**config.mk**
```make
export PLATFORM = sky130hd
export DESIGN_NAME = sorted_priority_queue_top
export DESIGN_NICKNAME = d
export VERILOG_FILES = /design/src/rtl/core/spq_pkg.sv /design/src/rtl/core/spq_cell.sv /design/src/rtl/core/sorted_priority_queue_top.sv
export SDC_FILE = /design/constraint.sdc
export NUM_CORES = 1
export LEC_CHECK = 0
export BUFFER_PORTS_ARGS = -buffer_cell sky130_fd_sc_hd__buf_2
export CAP_MARGIN = 20
export CORE_AREA = 8 8 230 321
export DETAILED_ROUTE_END_ITERATION = 8
export DIE_AREA = 0 0 238 329
export HOLD_SLACK_MARGIN = 0.1
export SETUP_SLACK_MARGIN = 0.02
export SLEW_MARGIN = 20
export SYNTH_ARGS = -nofsm -noshare
export SYNTH_HDL_FRONTEND = slang
export SYNTH_SLANG_ARGS = --single-unit
```
**constraint.sdc**
```tcl
create_clock -name clk -period 3.35 [get_ports clk]
set_input_delay 0.335 -clock clk [delete_from_list [all_inputs] [get_ports clk]]
set_output_delay 0.335 -clock clk [all_outputs]
set_load 0.03 [all_outputs]
```
**src/rtl/core/spq_pkg.sv**
```systemverilog
// Package for the sorted priority queue: operation codes, control struct
// and default sizes. No dependencies; used by spq_cell and the top level.
package spq_pkg;

	localparam int OP_W = 2;

	localparam logic [OP_W-1:0] OP_PUSH = 2'd0;
	localparam logic [OP_W-1:0] OP_POP  = 2'd1;
	localparam logic [OP_W-1:0] OP_PEEK = 2'd2;

	localparam int DEF_CAPACITY      = 16;
	localparam int DEF_PRIORITY_BITS = 8;
	localparam int DEF_PAYLOAD_BITS  = 16;

	// Per-cycle command broadcast to every cell of the chain.
	typedef struct packed {
		logic push;
		logic pop;
	} spq_ctl_t;

endpackage

```
**src/rtl/core/spq_cell.sv**
```systemverilog
// One storage cell of the queue chain: holds one entry and loads from the
// new item, its upper neighbor or its lower neighbor. Depends on spq_pkg.
module spq_cell #(
	parameter int PRIORITY_BITS = spq_pkg::DEF_PRIORITY_BITS,
	parameter int PAYLOAD_BITS  = spq_pkg::DEF_PAYLOAD_BITS
) (
	input  logic                     clk,
	input  spq_pkg::spq_ctl_t        ctl,
	input  logic                     slot_valid,
	input  logic [PRIORITY_BITS-1:0] new_prio,
	input  logic [PAYLOAD_BITS-1:0]  new_pay,
	input  logic                     up_keep,
	input  logic [PRIORITY_BITS-1:0] up_prio,
	input  logic [PAYLOAD_BITS-1:0]  up_pay,
	input  logic [PRIORITY_BITS-1:0] down_prio,
	input  logic [PAYLOAD_BITS-1:0]  down_pay,
	output logic                     keep,
	output logic [PRIORITY_BITS-1:0] prio,
	output logic [PAYLOAD_BITS-1:0]  pay
);
	import spq_pkg::*;

	logic [PRIORITY_BITS-1:0] prio_q;
	logic [PAYLOAD_BITS-1:0]  pay_q;

	// The entry stays in place on a push when it outranks the new item.
	assign keep = slot_valid && (prio_q > new_prio);
	assign prio = prio_q;
	assign pay  = pay_q;

	always_ff @(posedge clk) begin
		if (ctl.push && !keep) begin
			if (up_keep) begin
				prio_q <= new_prio;
				pay_q  <= new_pay;
			end else begin
				prio_q <= up_prio;
				pay_q  <= up_pay;
			end
		end else if (ctl.pop) begin
			prio_q <= down_prio;
			pay_q  <= down_pay;
		end
	end

endmodule

```
**src/rtl/core/sorted_priority_queue_top.sv**
```systemverilog
// Top level of the sorted priority queue: a chain of spq_cell instances,
// the entry count and the result register. Depends on spq_pkg and spq_cell.
//
//  Channel   Handshake            Ports
//  --------  -------------------  ---------------------------------------------
//  command   start & !busy        op, item_priority, item_payload
//  result    done (one cycle)     found, out_priority, out_payload, accepted,
//                                 entry_count, is_empty
//
// Every accepted item produces exactly one result, shown with done high for
// one cycle on the clock edge after the item was accepted. The chain of cells
// finishes a push or a pop at the edge that takes the item, so busy is never raised and a
// new item can be given every cycle; the rate is one item per clock.
// The asynchronous reset empties the queue by clearing the entry count; the
// cell contents are left as they are and are never read until written.
// The receiver cannot hold results off, and none is needed since each result
// lives in the output register until the next one replaces it.
module sorted_priority_queue_top #(
	parameter int  CAPACITY      = spq_pkg::DEF_CAPACITY,
	parameter int  PRIORITY_BITS = spq_pkg::DEF_PRIORITY_BITS,
	parameter int  PAYLOAD_BITS  = spq_pkg::DEF_PAYLOAD_BITS,
	localparam int CNT_W         = $clog2(CAPACITY + 1)
) (
	input  logic                          clk,
	input  logic                          arst_n,
	input  logic                          start,
	output logic                          busy,
	input  logic [spq_pkg::OP_W-1:0]      op,
	input  logic [PRIORITY_BITS-1:0]      item_priority,
	input  logic [PAYLOAD_BITS-1:0]       item_payload,
	output logic                          done,
	output logic                          found,
	output logic [PRIORITY_BITS-1:0]      out_priority,
	output logic [PAYLOAD_BITS-1:0]       out_payload,
	output logic                          accepted,
	output logic [CNT_W-1:0]              entry_count,
	output logic                          is_empty
);
	import spq_pkg::*;

	// Cell 0 holds the entry that leaves next: the largest priority and,
	// among equal priorities, the newest one. Lower cells follow in order.
	logic [CNT_W-1:0]         count_q;
	logic [CNT_W-1:0]         count_nxt;
	logic                     take;
	logic                     q_full;
	logic                     q_empty;
	logic                     do_read;
	spq_ctl_t                 ctl;

	logic [CAPACITY-1:0]      cell_keep;
	logic [PRIORITY_BITS-1:0] cell_prio [CAPACITY];
	logic [PAYLOAD_BITS-1:0]  cell_pay  [CAPACITY];

	logic                     done_q;
	logic                     found_q;
	logic [PRIORITY_BITS-1:0] prio_q;
	logic [PAYLOAD_BITS-1:0]  pay_q;
	logic                     accepted_q;
	logic [CNT_W-1:0]         cnt_out_q;

	assign busy    = 1'b0;
	assign take    = start && !busy;
	assign q_full  = (count_q == CNT_W'(CAPACITY));
	assign q_empty = (count_q == '0);

	// A push into a full queue and a pop of an empty one leave the cells alone.
	assign ctl.push = take && (op == OP_PUSH) && !q_full;
	assign ctl.pop  = take && (op == OP_POP) && !q_empty;
	assign do_read  = take && ((op == OP_POP) || (op == OP_PEEK)) && !q_empty;

	always_comb begin
		count_nxt = count_q;
		if (ctl.push) begin
			count_nxt = count_q + CNT_W'(1);
		end else if (ctl.pop) begin
			count_nxt = count_q - CNT_W'(1);
		end
	end

	// The chain. Cell 0 sees an upper neighbor that always outranks the new
	// item, so it takes the new item whenever it does not keep its own entry.
	// The last cell shifts in don't-care data on a pop; the count drops past it.
	for (genvar i = 0; i < CAPACITY; i++) begin : g_cell
		logic                     up_keep;
		logic [PRIORITY_BITS-1:0] up_prio;
		logic [PAYLOAD_BITS-1:0]  up_pay;
		logic [PRIORITY_BITS-1:0] down_prio;
		logic [PAYLOAD_BITS-1:0]  down_pay;

		if (i == 0) begin : g_first
			assign up_keep = 1'b1;
			assign up_prio = item_priority;
			assign up_pay  = item_payload;
		end else begin : g_inner_up
			assign up_keep = cell_keep[i-1];
			assign up_prio = cell_prio[i-1];
			assign up_pay  = cell_pay[i-1];
		end

		if (i == CAPACITY - 1) begin : g_last
			assign down_prio = '0;
			assign down_pay  = '0;
		end else begin : g_inner_down
			assign down_prio = cell_prio[i+1];
			assign down_pay  = cell_pay[i+1];
		end

		spq_cell #(
			.PRIORITY_BITS (PRIORITY_BITS),
			.PAYLOAD_BITS  (PAYLOAD_BITS)
		) u_cell (
			.clk        (clk),
			.ctl        (ctl),
			.slot_valid (CNT_W'(i) < count_q),
			.new_prio   (item_priority),
			.new_pay    (item_payload),
			.up_keep    (up_keep),
			.up_prio    (up_prio),
			.up_pay     (up_pay),
			.down_prio  (down_prio),
			.down_pay   (down_pay),
			.keep       (cell_keep[i]),
			.prio       (cell_prio[i]),
			.pay        (cell_pay[i])
		);
	end

	always_ff @(posedge clk or negedge arst_n) begin
		if (!arst_n) begin
			count_q <= '0;
			done_q  <= 1'b0;
		end else begin
			count_q <= count_nxt;
			done_q  <= take;
		end
	end

	// Result register; the head entry is read before the chain shifts.
	always_ff @(posedge clk) begin
		if (take) begin
			found_q    <= do_read;
			prio_q     <= do_read ? cell_prio[0] : '0;
			pay_q      <= do_read ? cell_pay[0] : '0;
			accepted_q <= ctl.push;
			cnt_out_q  <= count_nxt;
		end
	end

	assign done         = done_q;
	assign found        = found_q;
	assign out_priority = prio_q;
	assign out_payload  = pay_q;
	assign accepted     = accepted_q;
	assign entry_count  = cnt_out_q;
	assign is_empty     = (cnt_out_q == '0);

	// The count never passes the number of cells.
	a_count_bound: assert property (@(posedge clk) disable iff (!arst_n)
		count_q <= CNT_W'(CAPACITY))
		else $error("entry count exceeds capacity");

	// Every accepted item gives its result on the next cycle.
	a_one_result: assert property (@(posedge clk) disable iff (!arst_n)
		take |=> done)
		else $error("accepted item produced no result");

	// A result is never both a returned entry and a stored push.
	a_excl: assert property (@(posedge clk) disable iff (!arst_n)
		done |-> !(found && accepted))
		else $error("result both found and accepted");

	// A stored push raises the reported count by one.
	a_push_count: assert property (@(posedge clk) disable iff (!arst_n)
		take && ctl.push |=> (entry_count == $past(count_q) + CNT_W'(1)))
		else $error("push did not raise the count");

	// A pop that returned an entry lowers the count by one.
	a_pop_count: assert property (@(posedge clk) disable iff (!arst_n)
		ctl.pop |=> found && (entry_count == $past(count_q) - CNT_W'(1)))
		else $error("pop did not lower the count");

endmodule

```
# [After elaboration in Yosys (flattened, before gate mapping)]
# Index checks and enable logic that the tools add are counted.
[word_totals] ff_bits=421 latchBits=0 ramBits=0 rom_bits=0 wordCells=248 n_memories=0
[classes] addsub=2 mul=0 n_div=0 n_lt_le_gt_ge=32 n_eq_ne=3 shift=0 mux=96 bitwise_logic=0 n_reduce_logical=76
[ops] cell="$mux W16" count=47
[ops] cell="$mux W8" count=47
[ops] cell="$gt A8 B8 Y1" count=16
[ops] cell="$lt A4 B5 Y1 const A" count=8
[ops] cell="$logic_and A1 B1 Y1" count=38
[ops] cell="$reduce_bool A2 Y1" count=16
[ops] cell="$lt A3 B5 Y1 const A" count=4
[ops] cell="$logic_not A1 Y1" count=18
[ops] cell="$logic_not A5 Y1" count=2
[ops] cell="$lt A1 B5 Y1 const A" count=2
[ops] cell="$lt A2 B5 Y1 const A" count=2
[ops] cell="$mux W5" count=2
[ops] cell="$add A5 B1 Y5 const B" count=1
[ops] cell="$eq A5 B5 Y1 const B" count=1
[ops] cell="$sub A5 B1 Y5 const B" count=1
[ops] cell="$eq A2 B1 Y1 const B" count=1
[ops] cell="$eq A2 B2 Y1 const B" count=1
[ops] cell="$logic_not A2 Y1" count=1
[ops] cell="$logic_or A1 B1 Y1" count=1

# [Logic depth before layout (Yosys ltp)]
[depth] word_depth=5 mapped_depth=12

# [Cells and area by module]
# From an unflattened synthesis, not the netlist that was laid out.
[unflattened] cells_unflattened=3192 area_unflattened_um2=32685.1
[modules_own_cells] mod="spq_cell" instances=16 cells_each=191 area_each_um2=1936.9
[modules_own_cells] mod="sorted_priority_queue_top" instances=1 cells_each=136 area_each_um2=1695.4

# [Worst setup path before layout]
# Ideal clock, no wire load.
[synth_path] kind="input to register" start="input port item_priority[6]" end="register g_cell[10].u_cell.pay_q[0] (enable)" setup_time_ps=384 arrival_time_ps=3191 slack_ps=-225 cell_stages=10 path_buffers=3 cell_sequence="clkbuf_1 clkbuf_1 inv_1 ha_1 a21oi_1 o221ai_1 or3_1 a31oi_1 buf_2 nand2b_1"
[synth_via] elab_chain_cells=5
[synth_lines] item="start, declared" line_no="sorted_priority_queue_top.sv:29" rtl="input logic [PRIORITY_BITS-1:0] item_priority,"
[synth_lines] item="$gt A8 B8 Y1" line_no="spq_cell.sv:27" rtl="assign keep = slot_valid && (prio_q > new_prio);"
[synth_lines] item="$logic_and A1 B1 Y1" line_no="spq_cell.sv:27"
[synth_lines] item="$logic_not A1 Y1" line_no="spq_cell.sv:32" rtl="if (ctl.push && !keep) begin"
[synth_lines] item="$logic_and A1 B1 Y1" line_no="spq_cell.sv:32"
[synth_lines] item="$reduce_bool A2 Y1 (no source line)"
[synth_lines] item="end signal, assigned" line_no="spq_cell.sv:35" rtl="pay_q <= new_pay;"
[synth_lines] item="end signal, assigned" line_no="spq_cell.sv:38" rtl="pay_q <= up_pay;"
[synth_lines] item="end signal, assigned" line_no="spq_cell.sv:42" rtl="pay_q <= down_pay;"
[synth_lines] item="end, declared" line_no="spq_cell.sv:24" rtl="logic [PAYLOAD_BITS-1:0] pay_q;"
# No other way between the ends.
# A chain may end at the register's enable or synchronous reset.

# [Final worst setup path]
[layout_path] start="register g_cell[11].u_cell.prio_q[1]" end="register g_cell[12].u_cell.pay_q[12], data pin"
[layout_via] elab_chain_cells=4
[layout_lines] item="start, declared" line_no="spq_cell.sv:23" rtl="logic [PRIORITY_BITS-1:0] prio_q;"
[layout_lines] item="start signal, assigned" line_no="spq_cell.sv:34" rtl="prio_q <= new_prio;"
[layout_lines] item="start signal, assigned" line_no="spq_cell.sv:37" rtl="prio_q <= up_prio;"
[layout_lines] item="start signal, assigned" line_no="spq_cell.sv:41" rtl="prio_q <= down_prio;"
[layout_lines] item="$gt A8 B8 Y1" line_no="spq_cell.sv:27"
[layout_lines] item="$logic_and A1 B1 Y1" line_no="spq_cell.sv:27"
[layout_lines] item="$mux W16" line_no="spq_cell.sv:33" rtl="if (up_keep) begin"
[layout_lines] item="$mux W16" line_no="spq_cell.sv:32"
[layout_lines] item="end signal, assigned" line_no="spq_cell.sv:35"
[layout_lines] item="end signal, assigned" line_no="spq_cell.sv:38"
[layout_lines] item="end signal, assigned" line_no="spq_cell.sv:42"
[layout_lines] item="end, declared" line_no="spq_cell.sv:24"
# No other way between the ends.

==> results.sh <==
export IMPL_status="finished, final reports clean"
export IMPL_regArea_um2=12610
export IMPL_cts_tree="built"
export IMPL_cp_required_ps=3640
export IMPL_die_w_um=238
export IMPL_layout_common_cells="415 x edfxtp_1, 360 x mux2i_1, 352 x a21oi_1"
export IMPL_skew_ps=23.80
export IMPL_grt_use_total=0.1435
export IMPL_dieArea_um2=78300
export IMPL_async_flop_share=0.01425
export IMPL_syn_inst=2109
export IMPL_clk_pin_slew_ps=60
export IMPL_grt_max_degree=49
export IMPL_vias_per_cell=5.147
export IMPL_synth_compound_area_frac=0.1118
export IMPL_finalCritPeriodShare=0.8372
export IMPL_cp_arrival_ps=3100
export IMPL_dp_hpwl_mm=43.50
export IMPL_yosys_warnings=0
export IMPL_tns_ps=0
export IMPL_io_buffers=61
export IMPL_multi_input_area_um2=10640
export IMPL_wl_per_cell_um=18.47
export IMPL_root_buffer="clkbuf_16"
export IMPL_cts_path_max_buffers=3
export IMPL_grt_overflow=0
export IMPL_seq_area_frac_synth=0.5281
export IMPL_synth_flop_cell="edfxtp_1"
export IMPL_rsz0062_at_grt="no"
export IMPL_synth_top_family_by_area="multiplexers"
export IMPL_timing_slew_headroom=0.3080
export IMPL_critPathKind="register to register"
export IMPL_ios=63
export IMPL_hold_violations=0
export IMPL_antenna_found_initial=7
export IMPL_layout_drive_gt1_share=0.1204
export IMPL_wl_mm=57.53
export IMPL_synth_area_per_cell_um2=11.32
export IMPL_grt_pass1_vias=16670
export IMPL_power_density_nw_per_um2=615.3
export IMPL_reg2reg_depth=7
export IMPL_ant_nets=0
export IMPL_period_needed_ps=2805
export IMPL_synth_mux_area_frac=0.1622
export IMPL_p_leak_nw=11.34
export IMPL_crit_path_start_kind="register"
export IMPL_rrSetupSlack_ps=550
export IMPL_die_y_um=329
export IMPL_finalMaxSlewViolations=0
export IMPL_peakVddDrop_mv=0.4264
export IMPL_vias=16030
export IMPL_synth_edf_count=415
export IMPL_ys_ff_latch=421
export IMPL_place_congestion=0.8378
export IMPL_holdCritPathClass="primary input to asynchronous set/reset pin"
export IMPL_start_util=0.3444
export IMPL_htreeDepth=2
export IMPL_coreArea_um2=69350
export IMPL_cp_end_kind="register"
export IMPL_synth_simple_area_share=0.09042
export IMPL_tightest_slew_ps=1036
export IMPL_utilization=0.3880
export IMPL_synth_area_um2=23880
export IMPL_synth_xor_area_share=0.001467
export IMPL_holdWs_ps=122.6
export IMPL_worstReg2RegEnd="g_cell[12].u_cell.pay[12]"
export IMPL_synth_top_area_frac=0.5218
export IMPL_synthToLayoutAreaGrowth_pct=12.67
export IMPL_drc=0
export IMPL_setup_viol_count_final=0
export IMPL_cap_viol_max_count=0
export IMPL_synth_nets=2272
export IMPL_initialDrtViolationCount=798
export IMPL_ys_top_cells_by_area="edfxtp_1 52%, mux2i_1 15%, a21oi_1 7.6%"
export IMPL_yosysTopAreaCell="edfxtp_1"
export IMPL_cts_resized=0
export IMPL_cts_sinks=421
export IMPL_clkLatencyLatePin_ps=580
export IMPL_netlist_cell_type_count=55
export IMPL_r2r_start="g_cell[11].u_cell.prio[1]"
export IMPL_layout_nets=2305
export IMPL_grt_first_pass_wirelength_mm=91.53
export IMPL_crit_fanout=24
export IMPL_synthAdderAreaFrac=0.07020
export IMPL_dr_pass1_iters=5
export IMPL_rows=115
export IMPL_max_freq_ghz=0.3565
export IMPL_cts_setup_buffers=0
export IMPL_cts_buffers=43
export IMPL_layout_commonest_cell="edfxtp_1"
export IMPL_n_fill_cell=6757
==> cell families after synthesis <==
logic type,after synthesis
buf+inv,184
xor+xnor,4
flops,421
fa+ha+maj,134
compound gates,486
mux,384
simple gates,495
other cells,1
==> synth_stat cells (2+ instances only) <==
cell and number:
nor3_1 4, inv_1 35, mux2i_1 360, a211oi_1 6, xnor2_1 3, ha_1 134
a21oi_2 4, nand2b_1 16, and2_1 25, a221oi_1 2, o21a_1 10, o21ai_0 50
mux2_2 24, a31oi_1 3, o22ai_1 5, a21o_1 4, clkbuf_1 83, buf_4 27
nand4_1 27, edfxtp_1 415, nand2_2 5, nand2_1 22, nand3_1 18, buf_6 2
a21oi_1 361, and4_1 3, nor2_1 351, o21ai_1 7, o211ai_1 14, buf_2 36
nor2b_1 15, and3_1 2, a211o_1 9, dfrtp_1 6
==> routing by layer <==
metal  part of all wire  vias to the layer above  wire [um]  global-route usage
met2               0.53                      314      30500              0.2746
met3              0.038                      124       2164             0.01983
met1               0.40                     7711      22790              0.1580
met4              0.035                        8       2022             0.05508
met5            0.00092                        -         53                   0
li1                   -                     7871          -                   -
==> layout make-up <==
type | instances | area share
flip-flops and latches | 421 | 0.4687
multi-input cells | 1504 | 0.3953
well taps | 936 | 0.04352
clock buffers | 60 | 0.04273
repair buffers | 136 | 0.03980
inverters | 36 | 0.005022
clock inverters | 19 | 0.004789
diodes | 2 | 0.0001860
==> sequential cells by signal (all words and copies together), names as in the netlist <==
register / cells
done: 1
out_payload: 16
accepted: 1
g_cell.u_cell.pay: 256
out_priority: 8
entry_count: 5
count_q: 5
g_cell.u_cell.prio: 128
found: 1
==> worst max-delay path, cell delays in order, from the launching register on <==
cell and delay, ps:
edfxtp_1 440, ha_1 310, nor2b_1 130, o211ai_1 240
a2111oi_2 170, a21oi_4 810, mux2i_1 310, a21oi_1 90
==> per-stage QoR <==
step	instance area, um2	setup slack, ps	cells	total power [mW]
floorplan	23920	40.76	2109	10.70
global placement	25620	219.0	3032	12.01
detailed placement	25620	219.2	3032	12.16
CTS	26900	515.1	3112	16.72
global route	26910	414.4	3113	17.38
finish	26910	545.3	3114	16.56
==> report_power, final <==
part           internal [mW]  switching [mW]  leakage (nW)
sequential              6.74           0.420          3.96
combinational           1.97            2.89          6.76
clock                   2.43            2.11         0.617
==> worst max-delay path by stage <==
stage | start | end | slack, ps | cells past startpoint
final | g_cell[11].u_cell.prio[1] | g_cell[12].u_cell.pay[12] | 550 | 7
after CTS | g_cell[11].u_cell.prio[1] | g_cell[12].u_cell.pay[12] | 520 | 7
after floorplan | item_priority[5] | g_cell[15].u_cell.pay[0] | 40 | 10
after global placement | item_priority[1] | g_cell[12].u_cell.pay[10] | 220 | 9
after global routing | g_cell[11].u_cell.prio[1] | g_cell[12].u_cell.pay[13] | 410 | 7
after detailed placement | item_priority[5] | g_cell[6].u_cell.pay[9] | 220 | 11
==> repair_timing <==
| action | 4_1_cts | 5_1_grt |
|---|---|---|
| hold buffers | 1 | 0 |
| setup endpoints to repair | 0 | 0 |
| endpoints found under the hold margin | 6 | 0 |
Power figures use the tool's default switching activity.
